==> config.mk <==
export PLATFORM = sky130hd
export DESIGN_NAME = merged_mining_slot_search
export DESIGN_NICKNAME = d
export VERILOG_FILES = /design/src/hw/rtl/mmss_pkg.sv /design/src/hw/rtl/merged_mining_slot_search.sv /design/src/hw/rtl/mmss_lcg_unit.sv
export SDC_FILE = /design/constraint.sdc
export NUM_CORES = 1
export LEC_CHECK = 0
export BUFFER_PORTS_ARGS = -buffer_cell sky130_fd_sc_hd__buf_4
export CAP_MARGIN = 5
export CORE_ASPECT_RATIO = 1.2
export CORE_UTILIZATION = 53
export CTS_CLUSTER_DIAMETER = 40
export DETAILED_ROUTE_END_ITERATION = 8
export GPL_TIMING_DRIVEN = 0
export PLACE_DENSITY = 0.69
export SYNTH_ARGS = -nofsm -noshare
export SYNTH_HDL_FRONTEND = slang
export SYNTH_SLANG_ARGS = --single-unit
==> constraint.sdc <==
create_clock -name clock -period 7.09 [get_ports clock]
set_input_delay 1.0635 -clock clock [delete_from_list [all_inputs] [get_ports clock]]
set_output_delay 1.0635 -clock clock [all_outputs]
set_load 0.005 [all_outputs]
==> src/hw/rtl/mmss_pkg.sv <==
// Shared constants, types and helpers for the merged mining slot search.
`timescale 1ns / 1ps

package mmss_pkg;

   localparam int MAX_IDS    = 32;
   localparam int MAX_HEIGHT = 7;

   localparam int ID_W     = 16;
   localparam int ID_AW    = $clog2(MAX_IDS);
   localparam int CNT_W    = $clog2(MAX_IDS + 1);
   localparam int SLOT_W   = MAX_HEIGHT;
   localparam int HEIGHT_W = $clog2(MAX_HEIGHT + 1);
   localparam int MAP_SIZE = 2 ** MAX_HEIGHT;

   localparam logic [31:0] LCG_MUL = 32'd1103515245;
   localparam logic [31:0] LCG_ADD = 32'd12345;
   // Low bits of x * a + c mod 2^32 depend only on the low bits of x.
   localparam logic [SLOT_W-1:0] LCG_MUL_LO = LCG_MUL[SLOT_W-1:0];
   localparam logic [SLOT_W-1:0] LCG_ADD_LO = LCG_ADD[SLOT_W-1:0];

   typedef enum logic [2:0] {
      ST_IDLE,
      ST_SETUP,
      ST_BASE,
      ST_READ,
      ST_TEST,
      ST_OUT_READ,
      ST_SHOW
   } state_type;

   // Leaf mask for a given height, also the largest nonce at that height.
   function automatic logic [SLOT_W-1:0] height_mask(input logic [HEIGHT_W-1:0] h);
      logic [SLOT_W:0] span;
      span = (SLOT_W + 1)'(1) << h;
      return SLOT_W'(span - (SLOT_W + 1)'(1));
   endfunction

   // Smallest h with 2^h >= n; zero for a single ID.
   function automatic logic [HEIGHT_W-1:0] start_height(input logic [CNT_W-1:0] n);
      logic [HEIGHT_W-1:0] h;
      h = '0;
      for (int i = 0; i < MAX_HEIGHT; i++) begin
         if ((32'd1 << i) < 32'(n)) begin
            h = HEIGHT_W'(i + 1);
         end
      end
      return h;
   endfunction

endpackage

==> src/hw/rtl/merged_mining_slot_search.sv <==
// Top level of the merged mining slot search: ID load, trial sequencer, result output.
//
//   channel | direction | handshake           | payload
//   --------+-----------+---------------------+------------------------------------------
//   req     | in        | req_valid/req_stall | chain_id, last_id
//   rsp     | out       | rsp_valid/rsp_stall | leaf_index, map_nonce, tree_height,
//           |           |                     | found, last_result
//
// IDs load one per cycle while idle. The ID marked last starts the search: a setup step
// picks the start height, then each trial has a base LCG step and, per ID tested, a read
// step (ID memory read) and a test step (the single shared LCG unit and the map check).
// Each result leaves via a slot memory read step, then a show step. req_stall stays high
// from the last ID until the final result is taken. Synchronous reset returns to idle with
// an empty list and a clear map. rsp_stall holds the shown result in place.
`timescale 1ns / 1ps

module merged_mining_slot_search
   import mmss_pkg::*;
(
   input  logic                clock,
   input  logic                reset,
   input  logic                req_valid,
   output logic                req_stall,
   input  logic [ID_W-1:0]     req_chain_id,
   input  logic                req_last_id,
   output logic                rsp_valid,
   input  logic                rsp_stall,
   output logic [SLOT_W-1:0]   rsp_leaf_index,
   output logic [SLOT_W-1:0]   rsp_map_nonce,
   output logic [HEIGHT_W-1:0] rsp_tree_height,
   output logic                rsp_found,
   output logic                rsp_last_result
);

   state_type state_ff, state_in;

   logic [CNT_W-1:0]    count_ff, count_in;
   logic [CNT_W-1:0]    walk_ptr_ff, walk_ptr_in;
   logic [CNT_W-1:0]    out_ptr_ff, out_ptr_in;
   logic [HEIGHT_W-1:0] height_ff, height_in;
   logic [SLOT_W-1:0]   nonce_ff, nonce_in;
   logic [SLOT_W-1:0]   base_ff, base_in;
   logic                found_ff, found_in;
   logic [MAP_SIZE-1:0] occupied_ff, occupied_in;

   logic [ID_W-1:0]   id_mem [MAX_IDS];
   logic [SLOT_W-1:0] slot_mem [MAX_IDS];
   logic [ID_W-1:0]   id_rd_ff;
   logic [SLOT_W-1:0] slot_rd_ff;

   logic              req_fire, rsp_fire;
   logic              id_wr_en, id_rd_en, slot_wr_en, slot_rd_en;
   logic [SLOT_W-1:0] lcg_x, lcg_y;
   logic [SLOT_W-1:0] cur_mask, slot;
   logic              collide, walk_done, nonce_done, height_done, out_done;

   assign req_fire = req_valid && !req_stall;
   assign rsp_fire = rsp_valid && !rsp_stall;

   assign cur_mask    = height_mask(height_ff);
   assign slot        = lcg_y & cur_mask;
   assign collide     = occupied_ff[slot];
   assign walk_done   = (walk_ptr_ff + CNT_W'(1)) == count_ff;
   assign nonce_done  = nonce_ff == cur_mask;
   assign height_done = height_ff == HEIGHT_W'(MAX_HEIGHT);
   assign out_done    = (out_ptr_ff + CNT_W'(1)) == count_ff;

   // Base step takes the nonce; test step takes base plus the ID.
   assign lcg_x = (state_ff == ST_BASE) ? nonce_ff : base_ff + id_rd_ff[SLOT_W-1:0];

   mmss_lcg_unit u_lcg (
      .op_x  (lcg_x),
      .lcg_y (lcg_y)
   );

   // Next state
   always_comb begin
      state_in = state_ff;
      unique case (state_ff)
         ST_IDLE: begin
            if (req_fire && req_last_id) begin
               state_in = ST_SETUP;
            end
         end
         ST_SETUP: state_in = ST_BASE;
         ST_BASE:  state_in = ST_READ;
         ST_READ:  state_in = ST_TEST;
         ST_TEST: begin
            if (collide) begin
               if (nonce_done && height_done) begin
                  state_in = ST_SHOW;
               end else begin
                  state_in = ST_BASE;
               end
            end else if (walk_done) begin
               state_in = ST_OUT_READ;
            end else begin
               state_in = ST_READ;
            end
         end
         ST_OUT_READ: state_in = ST_SHOW;
         ST_SHOW: begin
            if (rsp_fire) begin
               state_in = (!found_ff || out_done) ? ST_IDLE : ST_OUT_READ;
            end
         end
         default: state_in = ST_IDLE;
      endcase
   end

   // Outputs and memory strobes
   always_comb begin
      req_stall  = 1'b1;
      rsp_valid  = 1'b0;
      id_wr_en   = 1'b0;
      id_rd_en   = 1'b0;
      slot_wr_en = 1'b0;
      slot_rd_en = 1'b0;
      unique case (state_ff)
         ST_IDLE: begin
            req_stall = 1'b0;
            id_wr_en  = req_valid && (count_ff < CNT_W'(MAX_IDS));
         end
         ST_READ:     id_rd_en   = 1'b1;
         ST_TEST:     slot_wr_en = !collide;
         ST_OUT_READ: slot_rd_en = 1'b1;
         ST_SHOW:     rsp_valid  = 1'b1;
         default: ;
      endcase
   end

   // Datapath register updates
   always_comb begin
      count_in    = count_ff;
      walk_ptr_in = walk_ptr_ff;
      out_ptr_in  = out_ptr_ff;
      height_in   = height_ff;
      nonce_in    = nonce_ff;
      base_in     = base_ff;
      found_in    = found_ff;
      occupied_in = occupied_ff;
      case (state_ff)
         ST_IDLE: begin
            if (id_wr_en) begin
               count_in = count_ff + CNT_W'(1);
            end
         end
         ST_SETUP: begin
            height_in = start_height(count_ff);
            nonce_in  = '0;
         end
         ST_BASE: begin
            base_in     = lcg_y;
            occupied_in = '0;
            walk_ptr_in = '0;
         end
         ST_TEST: begin
            if (collide) begin
               if (nonce_done && height_done) begin
                  found_in = 1'b0;
               end else if (nonce_done) begin
                  height_in = height_ff + HEIGHT_W'(1);
                  nonce_in  = '0;
               end else begin
                  nonce_in = nonce_ff + SLOT_W'(1);
               end
            end else begin
               occupied_in[slot] = 1'b1;
               walk_ptr_in       = walk_ptr_ff + CNT_W'(1);
               if (walk_done) begin
                  found_in   = 1'b1;
                  out_ptr_in = '0;
               end
            end
         end
         ST_SHOW: begin
            if (rsp_fire) begin
               out_ptr_in = out_ptr_ff + CNT_W'(1);
               if (!found_ff || out_done) begin
                  count_in = '0;
               end
            end
         end
         default: ;
      endcase
   end

   always_ff @(posedge clock) begin
      if (reset) begin
         state_ff    <= ST_IDLE;
         count_ff    <= '0;
         walk_ptr_ff <= '0;
         out_ptr_ff  <= '0;
         height_ff   <= '0;
         nonce_ff    <= '0;
         found_ff    <= 1'b0;
         occupied_ff <= '0;
      end else begin
         state_ff    <= state_in;
         count_ff    <= count_in;
         walk_ptr_ff <= walk_ptr_in;
         out_ptr_ff  <= out_ptr_in;
         height_ff   <= height_in;
         nonce_ff    <= nonce_in;
         found_ff    <= found_in;
         occupied_ff <= occupied_in;
      end
   end

   always_ff @(posedge clock) begin
      base_ff <= base_in;
   end

   always_ff @(posedge clock) begin
      if (id_wr_en) begin
         id_mem[count_ff[ID_AW-1:0]] <= req_chain_id;
      end
      if (id_rd_en) begin
         id_rd_ff <= id_mem[walk_ptr_ff[ID_AW-1:0]];
      end
   end

   always_ff @(posedge clock) begin
      if (slot_wr_en) begin
         slot_mem[walk_ptr_ff[ID_AW-1:0]] <= slot;
      end
      if (slot_rd_en) begin
         slot_rd_ff <= slot_mem[out_ptr_ff[ID_AW-1:0]];
      end
   end

   assign rsp_leaf_index  = found_ff ? slot_rd_ff : '0;
   assign rsp_map_nonce   = found_ff ? nonce_ff : '0;
   assign rsp_tree_height = found_ff ? height_ff : '0;
   assign rsp_found       = found_ff;
   assign rsp_last_result = !found_ff || out_done;

endmodule

==> src/hw/rtl/mmss_lcg_unit.sv <==
// Shared LCG step unit, reduced to the slot-width low bits.
`timescale 1ns / 1ps

module mmss_lcg_unit
   import mmss_pkg::*;
(
   input  logic [SLOT_W-1:0] op_x,
   output logic [SLOT_W-1:0] lcg_y
);

   logic [2*SLOT_W-1:0] product;

   assign product = (2*SLOT_W)'(op_x) * (2*SLOT_W)'(LCG_MUL_LO);
   assign lcg_y   = product[SLOT_W-1:0] + LCG_ADD_LO;

endmodule

==> reports/qor.txt <==
Post-DP HPWL -> 42.4 mm
Fin Setup TNS -> 0 ps
Max-Cap Viols -> 0
Tot GR Track Use -> 25.8%
IO Count -> 42
Worst VDD drop -> 0.000246 V
Fin worst setup slack -> 310 ps
CP max-delay cell -> fa_1
PwrDens -> 293 mW/mm²
Routability Congestion -> 0.893
Final antenna-violating net count -> 0
P&R area growth vs syn -> 15.1%
Wire per inst -> 26.1 µm
Max clock buf depth -> 3
Tcrit/Tclk final -> 95.6%
Leak pwr -> 0.00980 µW
Number of global-route vias before repair -> 15.9k
Setup crit start kind -> register
Nets -> 1810
Ys flop type -> edfxtp_1
First-pass GRT wire length -> 96.3 mm
Clock transition at path regs -> 60 ps
Num rows -> 89
CP max FO -> 16
Measured slew at the worst slew-check pin -> 1250 ps
Vias/cell -> 6.46
RSZ-0062 raised after global routing -> false
H-Tree Level Count -> 3
# port buffers -> 32
Critical path capture point type -> register
Clock skew -> 23.9 ps
CORE AREA -> 0.0493 mm²
Peak Freq -> 147 MHz
Asr flop ratio synth -> 0%
Final hold vios -> 0
Initial antenna violation count -> 1
Synth warnings -> 0
CTS root buffer -> clkbuf_16
Minimum clock period -> 6780 ps
Post-Syn Area -> 0.0265 mm²
Synthesized area per cell -> 16.2 µm²
Pre-Repair DR Iteration Count -> 8
Initial Util -> 53.8%
Layout cells sized above 1 -> 23.6%
Total Wirelength -> 63.9 mm
DRC violations left -> 2
Run status -> finished, violations left
CP required -> 7380 ps
ANT cells -> 0
Slew Limit Fails -> 0
Failing checks -> design-rule violations
Dpl ws -> -2240 ps
Initial DRC count -> 1464
Worst path top cell family by delay -> adder cells
CP max stage delay -> 560 ps
Syn nets -> 1694
CTS Buf Count -> 75
Setup Viol. Count Final -> 0
Pin count of the biggest net entering global routing -> 42
Synth cell types -> 82
Clk sink count -> 629
Headroom to the max-slew limit -> 16.3%
Vias -> 15.8k
Post-synthesis sequential area ratio -> 65.2%
TritonCTS clock tree -> yes
Crit path DAT -> 7070 ps
Total gr overflow -> 0
Cts hold-fix bufs -> 0
Die Y -> 247 µm
Die X -> 206 µm
Cell count after synthesis -> 1634
Clk_lat worst skew -> 630 ps
Most common cell on crit path -> inv_1
Hold Path Class -> reg -> reg
Yosys reg bits -> 629
Die Footprint -> 0.0510 mm²
Post-synth EDFFs -> 469
CP bufs+invs -> 11
Crit path kind -> reg -> reg
==> cell type report <==
cell class	instances	area [µm²]
Fill cell	3555	18800
Sequential cell	629	17300
Multi-Input combinational cell	850	8910
Clock buffer	86	1970
Tap cell	637	797
Clock inverter	52	611
Buffer	110	497
Timing Repair Buffer	38	278
Inverter	45	183
Timing Repair inverter	1	5.00
==> cell usage after synthesis, drive strengths merged, types with 9 or more instances <==
cell type / count / area share [%]
nor2: 104 / 1.5
nand2: 53 / 0.76
xor2: 13 / 0.43
buf: 40 / 0.83
and2: 22 / 0.52
dfxtp: 160 / 12
nand2b: 9 / 0.21
nand3b: 10 / 0.28
mux2: 11 / 0.47
a32o: 128 / 4.8
nand3: 36 / 0.68
o21ai: 19 / 0.37
nand4: 13 / 0.33
clkbuf: 70 / 0.99
ha: 35 / 1.7
mux2i: 10 / 0.39
or3: 11 / 0.26
a21oi: 22 / 0.43
mux4: 155 / 13
a22oi: 35 / 0.99
xnor2: 27 / 0.89
inv: 43 / 0.61
edfxtp: 469 / 53
nor3: 25 / 0.49
==> through the flow <==
stage | total power, µW | hold WS [ps] | cell area [µm²] | util, % | cells
after global placement | 5060 | 439 | 27600 | 55.9 | 2303
final | 8960 | 464 | 30500 | 61.9 | 2448
after floorplan | 4770 | 434 | 26500 | - | 1634
after detailed placement | 5080 | 450 | 27600 | 55.9 | 2306
after global routing | 9240 | 473 | 30500 | 61.9 | 2448
after CTS | 8990 | 464 | 30500 | 61.8 | 2447
==> logic make-up after synthesis <==
logic type                 share of synthesized area (%)
buffers and inverters                               2.47
adders and majority gates                           1.95
DFF                                                 65.2
AOI/OAI and AO/OA                                   8.68
and+or+nand+nor                                     6.14
xor gates and xnor gates                            1.58
muxes                                               14.0
==> flip-flops by register name, summed over array words and instances (netlist names) <==
register / count
nonce_ff: 7
slot_rd_ff: 7
out_ptr_ff: 6
walk_ptr_ff: 6
id_rd_ff: 7
occupied_ff: 128
height_ff: 3
base_ff: 7
state_ff: 3
count_ff: 6
id_mem: 224
slot_mem: 224
rsp_found: 1
==> path summary, 6_finish.rpt <==
path                                         to  slack [ps]            start  cells past startpoint
worst max-delay path            slot_mem[21][5]         310      state_ff[0]                     26
worst max register to register  slot_mem[21][5]         310      state_ff[0]                     26
worst min register to register  occupied_ff[22]         460  occupied_ff[22]                      1
worst min-delay path            occupied_ff[22]         460  occupied_ff[22]                      1
==> power breakdown <==
part / internal, µW / total [µW] / switching, µW
Sequential: 4060 / 4070 / 11.9
Combinational: 319 / 971 / 652
Clock: 2280 / 3910 / 1630
Total: 6660 / 8960 / 2290
==> per-layer routing <==
layer | vias up | global-route usage, % | share of wire [%]
met3 | 136 | 4.60 | 6.6
met2 | 599 | 44.8 | 52
li1 | 6894 | - | -
met4 | 0 | 9.78 | 3.0
met1 | 8180 | 32.0 | 38
met5 | - | 0 | 0
==> timing repair <==
item                                   CTS  global route
setup buffers                            2             0
gates resized for setup                 84             6
setup endpoints to repair              378           326
endpoints found under the hold margin    0             0
gates cloned                             1             0
pin swaps                                1             2
==> worst register-to-register path, stage by stage, from the launching register on <==
cell and delay, ps:
dfxtp_1 450, or3b_1 160, buf_4 190, clkinv_2 140, clkbuf_4 270, a21boi_4 240
inv_1 90, ha_1 370, inv_1 110, fa_1 520, fa_1 560, inv_1 50
ha_1 290, inv_1 80, xnor2_2 180, inv_1 170, nand2_2 230, clkinvlp_4 200
buf_4 180, nand2_1 190, o221a_2 350, a32oi_2 280, a21oi_2 150, nor3_4 270
buf_6 220, nand2_4 210, nor2_4 320
==> cell usage in the layout (no fill, tap or decap), types with 13 or more instances in the layout <==
| cell type | n |
|---|---|
| xnor2_1 | 26 |
| nor2_4 | 33 |
| mux4_2 | 155 |
| a32o_1 | 128 |
| nor2_1 | 70 |
| and2_1 | 22 |
| a21oi_1 | 21 |
| nand2_1 | 47 |
| nor3_1 | 24 |
| dfxtp_1 | 160 |
| o21ai_0 | 15 |
| inv_1 | 39 |
| clkbuf_16 | 75 |
| edfxtp_1 | 469 |
| xor2_1 | 13 |
| a22oi_1 | 35 |
| clkbuf_1 | 75 |
| buf_1 | 14 |
| nand3_1 | 36 |
| ha_1 | 35 |
| buf_4 | 49 |
Note: power is estimated with default switching activity, not from simulation.
